===== config.mk =====
export PLATFORM = sky130hd
export DESIGN_NAME = interval_booking_overlap_table
export DESIGN_NICKNAME = d
export VERILOG_FILES = /design/src/design/ibot_pkg.sv /design/src/design/interval_booking_overlap_table.sv /design/src/design/ibot_ctrl.sv /design/src/design/ibot_dp.sv
export SDC_FILE = /design/constraint.sdc
export NUM_CORES = 1
export LEC_CHECK = 0
export BUFFER_PORTS_ARGS = -buffer_cell sky130_fd_sc_hd__buf_2
export CAP_MARGIN = 20
export CORE_UTILIZATION = 65
export DETAILED_ROUTE_END_ITERATION = 12
export GPL_TIMING_DRIVEN = 0
export PLACE_DENSITY = 0.82
export SYNTH_ARGS = -nofsm -noshare
export SYNTH_HDL_FRONTEND = slang
export SYNTH_SLANG_ARGS = --single-unit

===== constraint.sdc =====
create_clock -name clk -period 11 [get_ports clk]
set_input_delay 2.2 -clock clk [delete_from_list [all_inputs] [get_ports clk]]
set_output_delay 2.2 -clock clk [all_outputs]
set_load 0.05 [all_outputs]

===== src/design/ibot_pkg.sv =====
// Shared types and constants for the interval booking overlap table.
// Used by ibot_ctrl, ibot_dp, the top level and the checker; no dependencies.
`default_nettype none

package ibot_pkg;

    // Default table depth and time width
    localparam int ENTRIES_DEF   = 16;
    localparam int TIME_BITS_DEF = 32;

    // Port widths fixed by the word layout
    localparam int FIELD_W = 32;
    localparam int IN_W    = 2 * FIELD_W;
    localparam int OUT_W   = 8;

    // Result codes
    typedef enum logic [1:0] {
        ST_BOOKED  = 2'd0,
        ST_OVERLAP = 2'd1,
        ST_FULL    = 2'd2,
        ST_INVALID = 2'd3
    } status_t;

    // Commands from the controller to the datapath
    typedef struct packed {
        logic capture;   // latch a new request, restart the scan
        logic scan;      // walk the stored slots
        logic commit;    // load result word, store interval if booked
    } ctrl_cmd_t;

    // Status from the datapath to the controller
    typedef struct packed {
        logic scan_done; // verdict known
        logic out_free;  // output register can take a word this cycle
    } dp_stat_t;

endpackage

`default_nettype wire


===== src/design/interval_booking_overlap_table.sv =====
// Top level of the interval booking overlap table.
// Joins ibot_ctrl and ibot_dp; depends on ibot_pkg.
//
//  channel  dir  word                                  accepted when
//  s_*      in   tdata[31:0] start_time, [63:32] end    s_tvalid && s_tready
//  m_*      out  tdata[0] booked, [2:1] status, pad 0   m_tvalid && m_tready
//
// One request at a time. A request is compared with each stored interval in
// turn: the slots are read one per cycle through the slot memory's single
// read port. An invalid request ends the scan at once, and an overlap found in
// a slot ends it early; the result word is loaded after the scan.
// The next request can be accepted in the same cycle as the result word appears.
// Reset clears the fill count and the output valid; no clearing pass.
// A waiting result word does not block the next request's scan; the commit
// waits until the output register is free.
`default_nettype none

module interval_booking_overlap_table #(
    parameter int ENTRIES   = ibot_pkg::ENTRIES_DEF,
    parameter int TIME_BITS = ibot_pkg::TIME_BITS_DEF
) (
    input  wire logic                       clk,
    input  wire logic                       rst_n,
    input  wire logic                       s_tvalid,
    output logic                            s_tready,
    input  wire logic [ibot_pkg::IN_W-1:0]  s_tdata,   // start_time, end_time
    output logic                            m_tvalid,
    input  wire logic                       m_tready,
    output logic [ibot_pkg::OUT_W-1:0]      m_tdata    // booked, status[1:0], zeros
);

    ibot_pkg::ctrl_cmd_t cmd;
    ibot_pkg::dp_stat_t  stat;

    ibot_ctrl u_ctrl (
        .clk      (clk),
        .rst_n    (rst_n),
        .s_tvalid (s_tvalid),
        .s_tready (s_tready),
        .stat     (stat),
        .cmd      (cmd)
    );

    ibot_dp #(
        .ENTRIES   (ENTRIES),
        .TIME_BITS (TIME_BITS)
    ) u_dp (
        .clk      (clk),
        .rst_n    (rst_n),
        .in_data  (s_tdata),
        .cmd      (cmd),
        .stat     (stat),
        .m_tvalid (m_tvalid),
        .m_tready (m_tready),
        .m_tdata  (m_tdata)
    );

endmodule

`default_nettype wire


===== src/design/ibot_ctrl.sv =====
// Controller state machine for the interval booking overlap table.
// Depends on ibot_pkg for the command and status structs.
`default_nettype none

module ibot_ctrl (
    input  wire logic              clk,
    input  wire logic              rst_n,
    input  wire logic              s_tvalid,
    output logic                   s_tready,
    input  wire ibot_pkg::dp_stat_t stat,
    output ibot_pkg::ctrl_cmd_t    cmd
);

    typedef enum logic [1:0] {
        S_IDLE,
        S_SCAN,
        S_FINISH
    } state_t;

    state_t state_reg;
    state_t state_next;

    // Ready only between requests
    assign s_tready = (state_reg == S_IDLE);

    // Command decode
    always_comb
    begin
        cmd.capture = s_tvalid && (state_reg == S_IDLE);
        cmd.scan    = (state_reg == S_SCAN);
        cmd.commit  = (state_reg == S_FINISH) && stat.out_free;
    end

    // Next state
    always_comb
    begin
        state_next = state_reg;
        case (state_reg)
            S_IDLE:
            begin
                if (s_tvalid)
                    state_next = S_SCAN;
            end
            S_SCAN:
            begin
                if (stat.scan_done)
                    state_next = S_FINISH;
            end
            S_FINISH:
            begin
                if (stat.out_free)
                    state_next = S_IDLE;
            end
            default:
            begin
                state_next = S_IDLE;
            end
        endcase
    end

    // State register
    always_ff @(posedge clk or negedge rst_n)
    begin
        if (!rst_n)
            state_reg <= S_IDLE;
        else
            state_reg <= state_next;
    end

endmodule

`default_nettype wire


===== src/design/ibot_dp.sv =====
// Datapath: request registers, slot memory, scan counter, overlap compare,
// fill count and output register. Depends on ibot_pkg.
`default_nettype none

module ibot_dp #(
    parameter int ENTRIES   = ibot_pkg::ENTRIES_DEF,
    parameter int TIME_BITS = ibot_pkg::TIME_BITS_DEF
) (
    input  wire logic                      clk,
    input  wire logic                      rst_n,
    input  wire logic [ibot_pkg::IN_W-1:0] in_data,   // start_time, end_time
    input  wire ibot_pkg::ctrl_cmd_t       cmd,
    output ibot_pkg::dp_stat_t             stat,
    output logic                           m_tvalid,
    input  wire logic                      m_tready,
    output logic [ibot_pkg::OUT_W-1:0]     m_tdata    // booked, status[1:0]
);

    localparam int IDX_W = $clog2(ENTRIES);
    localparam int CNT_W = $clog2(ENTRIES + 1);
    localparam int WIDE_W = 64;
    localparam int PAD_W = ibot_pkg::OUT_W - 3;

    // Slot memory: {end, start} per slot; slots 0..count-1 are in use
    logic [2*TIME_BITS-1:0] slot_mem [ENTRIES];
    logic [2*TIME_BITS-1:0] rd_data_reg;

    logic [TIME_BITS-1:0] req_start_reg, req_start_next;
    logic [TIME_BITS-1:0] req_end_reg, req_end_next;
    logic [CNT_W-1:0]     rd_idx_reg, rd_idx_next;
    logic                 rd_pend_reg, rd_pend_next;
    logic                 hit_reg, hit_next;
    logic [CNT_W-1:0]     count_reg, count_next;
    logic                 m_tvalid_reg, m_tvalid_next;
    logic [ibot_pkg::OUT_W-1:0] m_tdata_reg, m_tdata_next;

    logic [WIDE_W-1:0]    start_wide, end_wide;
    logic [TIME_BITS-1:0] rd_start, rd_end;
    logic                 issue, invalid, full, overlap, store;
    ibot_pkg::status_t    result;

    // Keep the low TIME_BITS of each field
    assign start_wide = {{(WIDE_W - ibot_pkg::FIELD_W){1'b0}},
                         in_data[ibot_pkg::FIELD_W-1:0]};
    assign end_wide   = {{(WIDE_W - ibot_pkg::FIELD_W){1'b0}},
                         in_data[ibot_pkg::IN_W-1:ibot_pkg::FIELD_W]};

    assign rd_start = rd_data_reg[TIME_BITS-1:0];
    assign rd_end   = rd_data_reg[2*TIME_BITS-1:TIME_BITS];

    assign invalid = (req_end_reg <= req_start_reg);
    assign full    = (count_reg == CNT_W'(ENTRIES));
    assign issue   = cmd.scan && (rd_idx_reg != count_reg);
    assign overlap = rd_pend_reg && (rd_start < req_end_reg) && (req_start_reg < rd_end);

    // Verdict, in priority order
    always_comb
    begin
        if (invalid)
            result = ibot_pkg::ST_INVALID;
        else if (hit_reg)
            result = ibot_pkg::ST_OVERLAP;
        else if (full)
            result = ibot_pkg::ST_FULL;
        else
            result = ibot_pkg::ST_BOOKED;
    end

    assign store = cmd.commit && (result == ibot_pkg::ST_BOOKED);

    assign stat.scan_done = invalid || hit_reg || ((rd_idx_reg == count_reg) && !rd_pend_reg);
    assign stat.out_free  = !m_tvalid_reg || m_tready;

    // Next values
    always_comb
    begin
        req_start_next = req_start_reg;
        req_end_next   = req_end_reg;
        rd_idx_next    = rd_idx_reg;
        rd_pend_next   = issue;
        hit_next       = hit_reg || overlap;
        count_next     = count_reg;
        m_tvalid_next  = m_tvalid_reg && !m_tready;
        m_tdata_next   = m_tdata_reg;

        if (cmd.capture)
        begin
            req_start_next = start_wide[TIME_BITS-1:0];
            req_end_next   = end_wide[TIME_BITS-1:0];
            rd_idx_next    = '0;
            rd_pend_next   = 1'b0;
            hit_next       = 1'b0;
        end
        else if (issue)
        begin
            rd_idx_next = rd_idx_reg + 1'b1;
        end

        if (cmd.commit)
        begin
            m_tvalid_next = 1'b1;
            m_tdata_next  = {{PAD_W{1'b0}}, result,
                             (result == ibot_pkg::ST_BOOKED)};
        end

        if (store)
            count_next = count_reg + 1'b1;
    end

    // Control registers
    always_ff @(posedge clk or negedge rst_n)
    begin
        if (!rst_n)
        begin
            rd_idx_reg   <= '0;
            rd_pend_reg  <= 1'b0;
            hit_reg      <= 1'b0;
            count_reg    <= '0;
            m_tvalid_reg <= 1'b0;
        end
        else
        begin
            rd_idx_reg   <= rd_idx_next;
            rd_pend_reg  <= rd_pend_next;
            hit_reg      <= hit_next;
            count_reg    <= count_next;
            m_tvalid_reg <= m_tvalid_next;
        end
    end

    // Payload registers
    always_ff @(posedge clk)
    begin
        req_start_reg <= req_start_next;
        req_end_reg   <= req_end_next;
        m_tdata_reg   <= m_tdata_next;
    end

    // Slot memory: one write port at the fill count, one registered read port
    always_ff @(posedge clk)
    begin
        if (store)
            slot_mem[count_reg[IDX_W-1:0]] <= {req_end_reg, req_start_reg};
        rd_data_reg <= slot_mem[rd_idx_reg[IDX_W-1:0]];
    end

    assign m_tvalid = m_tvalid_reg;
    assign m_tdata  = m_tdata_reg;

endmodule

`default_nettype wire


### Word-level counts from Yosys, hierarchy flattened

Memory sizes are Yosys's and may differ from the RTL's. A register that Yosys moved wholly into a read port is not among the register bits.
Cells that the tools add are included.

| storage, ports and cells | value |
|---|---|
| bits in registers | 82 |
| bits in writable memories | 1024 |
| bits of input ports | 68 |
| output and inout bits | 10 |
| word-level logic and storage cells | 56 |
| memories kept | 1 |

Memory list:

| memory | words | width | rd ports | clocked after memory_dff | write ports | line | source |
|---|---|---|---|---|---|---|---|
| u_dp.slot_mem | 16 | 64 | 1 | 1 | 1 | ibot_dp.sv:25 | `logic [2*TIME_BITS-1:0] slot_mem [ENTRIES];` |

| operators by class | value |
|---|---|
| $add $sub $neg | 2 |
| magnitude comparators | 3 |
| eq/ne operators | 8 |
| muxes and demuxes | 14 |
| reductions and logical operators | 19 |

Operators by type and width:

| cell | number |
|---|---|
| less-than comparator 32 bit | 2 |
| less-or-equal comparator 32 bit | 1 |
| 2-to-1 mux 2 bit | 6 |
| adder 5 x 1 -> 5 bit (second input constant) | 2 |
| 2-to-1 mux 5 bit | 2 |
| logical AND 1 bit | 8 |
| one-hot mux 2 bit (3 select lines) | 1 |
| == test 5 bit | 1 |
| == test 5 bit (second input constant) | 1 |
| 2-to-1 mux 1 bit | 5 |
| != test 5 bit | 1 |
| logical NOT 2 bit | 2 |
| logical OR 1 bit | 4 |
| != test 2 bit (second input constant) | 2 |
| logical NOT 1 bit | 3 |
| AND reduction 3 bit | 1 |
| == test 2 x 1 -> 1 bit (second input constant) | 1 |
| == test 2 bit (second input constant) | 1 |
| != test 2 x 1 -> 1 bit (second input constant) | 1 |
| nonzero test 2 bit | 1 |

### Logic depth before layout (Yosys ltp)

| depth | value |
|---|---|
| depth after elaboration | 8 |
| gate-level depth with buffers | 10 |

### Cells and area by module

Synthesis repeated with hierarchy kept, for this count alone.

| second synthesis, totals | value |
|---|---|
| cells, all modules | 1993 |
| area, all modules | 44978.1 µm² |

By module, submodules not included:

| module | instances | cells an instance | area an instance (µm²) | seq. area each (µm²) |
|---|---|---|---|---|
| ibot_dp | 1 | 1981 | 44869.3 | 34368.0 |
| ibot_ctrl | 1 | 12 | 108.9 | 50.0 |

### Worst setup path after synthesis

Ideal clock, no wire load.

| timing path | value |
|---|---|
| path type | in2reg |
| from | input port m_tready |
| to | memory u_dp.slot_mem[5][0] (netlist bit) (enable) |
| setup time | 0.578 ns |
| data arrival time | 7.510 ns |
| required time | 10.422 ns |
| slack | 2.912 ns |
| stages on the path | 5 |
| path buffers | 0 |
| path through | nand2b_1 -> nand2b_1 -> inv_1 -> o211ai_1 -> nor3b_1 |

RTL lines:

| item | line | source |
|---|---|---|
| start: declaration | interval_booking_overlap_table.sv:28 | `input wire logic m_tready,` |
| end: declaration | ibot_dp.sv:25 |  |

### Final worst setup path

| timing path | value |
|---|---|
| from | register u_dp.req_start_reg[26] |
| to | memory u_dp.slot_mem[1][38] (netlist bit) (enable) |

| between the ends | value |
|---|---|
| word-level cells in the longest chain between the ends | 6 |

RTL lines:

| item | line | source |
|---|---|---|
| start: declaration | ibot_dp.sv:28 | `logic [TIME_BITS-1:0] req_start_reg, req_start_next;` |
| start signal: assignment | ibot_dp.sv:134 | `req_start_reg <= req_start_next;` |
| less-or-equal comparator 32 bit | ibot_dp.sv:51 | `assign invalid = (req_end_reg <= req_start_reg);` |
| 2-to-1 mux 2 bit | ibot_dp.sv:59 | `if (invalid)` |
| net u_dp.result[0] | ibot_dp.sv:40 | `ibot_pkg::status_t result;` |
| logical NOT 2 bit | ibot_dp.sv:69 | `assign store = cmd.commit && (result == ibot_pkg::ST_BOOKED);` |
| logical AND 1 bit | ibot_dp.sv:69 |  |
| 2-to-1 mux 1 bit | ibot_dp.sv:142 | `if (store)` |
| 2-to-1 mux 1 bit (not written as such) | ibot_dp.sv:143 | `slot_mem[count_reg[IDX_W-1:0]] <= {req_end_reg, req_start_reg};` |

The timed path passes the listed nets, and every way through them passes these cells.

==> flow_summary.ini <==
[status]
status = completed

[critical_path]
critical_path_buf_inv_count = 5
critPathCaptureType = flip-flop
cp_data_arrival_time_ns = 5.70
cp.depth = 13
path_max_fanout = 18
slowest_delay_ns = 0.82
crit_path_frequent_cell = buf_8
worstPathCellList = inv_1 > ha_1 > nand4_2 > nor4_4 > or3b_1 > a31oi_2 > nor2_2 > or3_1 > buf_2 > nor4b_4 > buf_8 > buf_8 > buf_8
crit_type = flip-flop to flip-flop
cp_top_family = simple AND/OR/NAND/NOR gates
worst_r2r_path_depth = 13
required_ns = 11.37
worst_setup_path_start_kind = flip-flop
critPathSlowestCell = nor4b_4

[layout]
fin_area_um2 = 51440
nets = 2436
syn2layout_area_growth_pct = 14.57
num_antenna_cells = 0
fin_cells = 3241
layout-drive-gt1-share_pct = 28.55
largest_reg_flops = 1024

[clock_network]
cts_tree = done
cts_setup_buffers = 0
hold_buffers = 0
cts_sinks = 1170
cts_buffers = 111
worst_skew_pair.late_latency_ns = 0.69
cts_resized = 0
cts_root_buf = clkbuf_16
clockBufferDepth = 3
htreeDepth = 3
path_clk_slew_ns = 0.06

[placement]
place.gp.congestion = 0.8781
placed_area_um2 = 47630
dp_hpwl_um = 67220
dpl.cell_count = 3014
numPortBuffers = 72

[power_and_ir_drop]
p_switching_mw = 3.323
p_per_area_nw_per_um2 = 231.4
p_total_mw = 11.90
power.leakage_nw = 16.93
internal_power_mw = 8.581
clkPwrFrac_pct = 31.8
swShare_pct = 27.92
comb_power_share_pct = 21.2
ir_worst_vdd_uv = 311.1
pwr-share-seq_pct = 47.0

[die]
die_h_um = 264.8
pin_count = 78
fp-row-count = 95
core_area_um2 = 67750
start_util_pct = 66.26
dieArea_um2 = 70120
die_w_um = 264.8

[synth]
async_reset_ff_share_pct = 1.282
ys_types = 48
ys_seq_area_share_pct = 76.66
syn_avg_cell_area_um2 = 22.52
yosysMostFrequentCell = edfxtp_1
synth_common_cells = edfxtp_1, mux4_2, inv_1
synth-edff-count = 1091
synth_area_um2 = 44900
ys.flop_type = edfxtp_1
synth_warnings = 0
synth_area_leaders = edfxtp_1, mux4_2, dfxtp_1, ha_1, inv_1
yosysTopAreaCell = edfxtp_1
synth_cells = 1994
netlist.area_leader.share_pct = 72.97
ys_ff_latch = 1170

[timing]
setup_viol = 0
min_period_ns = 5.329
finalHoldViolCount = 0
rsz0062_at_grt = false
skew_ns = 0.02951
slew_headroom_pct = 19.72
fmax_mhz = 187.6
period_share_pct = 48.45
tightestPinTransition_ns = 1.204
maxSlewViolCount = 0

[detailed_routing]
routed_wl_um = 110300
wire_per_inst_um = 34.02
ant_nets = 0
vias = 22630
drc = 0
drt-pass1-iter-count = 5
dr.first_iter.drc_count = 3179
post_drt_via_cell_ratio = 6.984

[min_path]
hp-class = flip-flop to flip-flop
min_path_cells = 2

[grt]
antenna_found_initial = 0
grt_start_max_net_pins = 50
grt_usage_pct = 32.47
grt_pass1_vias = 23580
grt-ovfl-total = 0
grt_pass1_wl_um = 159300

[flow_run]
cap_violations = 0
## final timing paths
kind / start / endpoint / slack [ns]
min in group asynchronous: rst_n / u_dp.rd_pend_reg / 1.44
worst min register to register: u_dp.m_tvalid / u_dp.m_tvalid / 0.55
max in group asynchronous: rst_n / u_ctrl.state_reg[1] / 9.28
worst min-delay path: u_dp.m_tvalid / u_dp.m_tvalid / 0.55
worst max-delay path: u_dp.req_start_reg[26] / u_dp.slot_mem[1][38] / 5.67
worst max register to register: u_dp.req_start_reg[26] / u_dp.slot_mem[1][38] / 5.67
## metrics by stage
| step | hold slack (ns) | utilization [%] | TNS, ns | setup WS [ns] |
|---|---|---|---|---|
| 4_1_cts | 0.5424 | 75.64 | 0 | 5.799 |
| 6_report | 0.5495 | 75.92 | 0 | 5.671 |
| 3_5_place_dp | 0.5307 | 70.31 | 0 | 5.913 |
| 3_3_place_gp | 0.4909 | 68.43 | -564.89 | -2.317 |
| 2_1_floorplan | 0.4734 | - | 0 | 2.912 |
| 5_1_grt | 0.5701 | 75.92 | 0 | 5.568 |
## power by group through the flow
stage	Clock [mW]	Combinational [mW]	Sequential, mW
finish	3.78	2.53	5.60
global route	3.96	2.66	5.61
CTS	3.81	2.48	5.59
detailed placement	0	2.40	5.67
global placement	0	2.21	5.67
floorplan	0	1.61	5.54
## per-layer routing
metal / part of all wire (%) / wire length (µm) / GRT usage [%]
met1: 36 / 39400 / 44.17
met5: 0 / 0 / 0
met4: 3.8 / 4201 / 11.76
met3: 10 / 11510 / 6.660
met2: 50 / 55160 / 53.08
## cell families (layout without fill, tap and decap cells)
kind of cell / after synthesis / in the layout / share of synthesized area (%)
DFF: 1170 / 1170 / 76.66
muxes: 322 / 322 / 16.11
buffers and inverters: 184 / 554 / 1.589
and+or+nand+nor: 126 / 126 / 1.544
adders and majority gates: 99 / 99 / 2.759
AOI/OAI and AO/OA: 79 / 79 / 1.076
xor gates and xnor gates: 13 / 13 / 0.2536
other: 1 / 5 / 0.008353
## placed cells by master (no fill, tap or decap), types with 13 or more instances in the layout
cell type,Yosys,layout
buf_2,3,75
nor2_1,28,21
clkbuf_16,0,113
inv_1,101,101
buf_1,26,26
a21oi_1,33,33
o21ai_0,16,16
ha_1,99,99
buf_6,0,28
buf_12,0,13
edfxtp_1,1091,1091
dfxtp_1,64,64
clkinv_2,0,27
buf_8,0,23
mux4_2,320,320
clkinv_1,0,15
buf_16,0,14
clkbuf_1,49,79
nand4_1,19,19
dfrtp_1,15,15
nand2_1,27,27
## cell type report
| type | instances | area, µm² |
|---|---|---|
| tap | 873 | 1092 |
| timing repair buffer | 158 | 1722 |
| sequential | 1170 | 34420 |
| multi-input combinational | 644 | 9876 |
| inverter | 101 | 379.1 |
| clock inverter | 59 | 544.3 |
| clock buffer | 153 | 3068 |
| buffer | 83 | 337.8 |
| fill | 3414 | 16320 |
## worst min-delay path: stages (launching register included)
cell,delay [ns]
dfrtp_1,0.34
nand2b_1,0.09
nand2_1,0.08
Note: power is estimated with default switching activity, not from simulation.
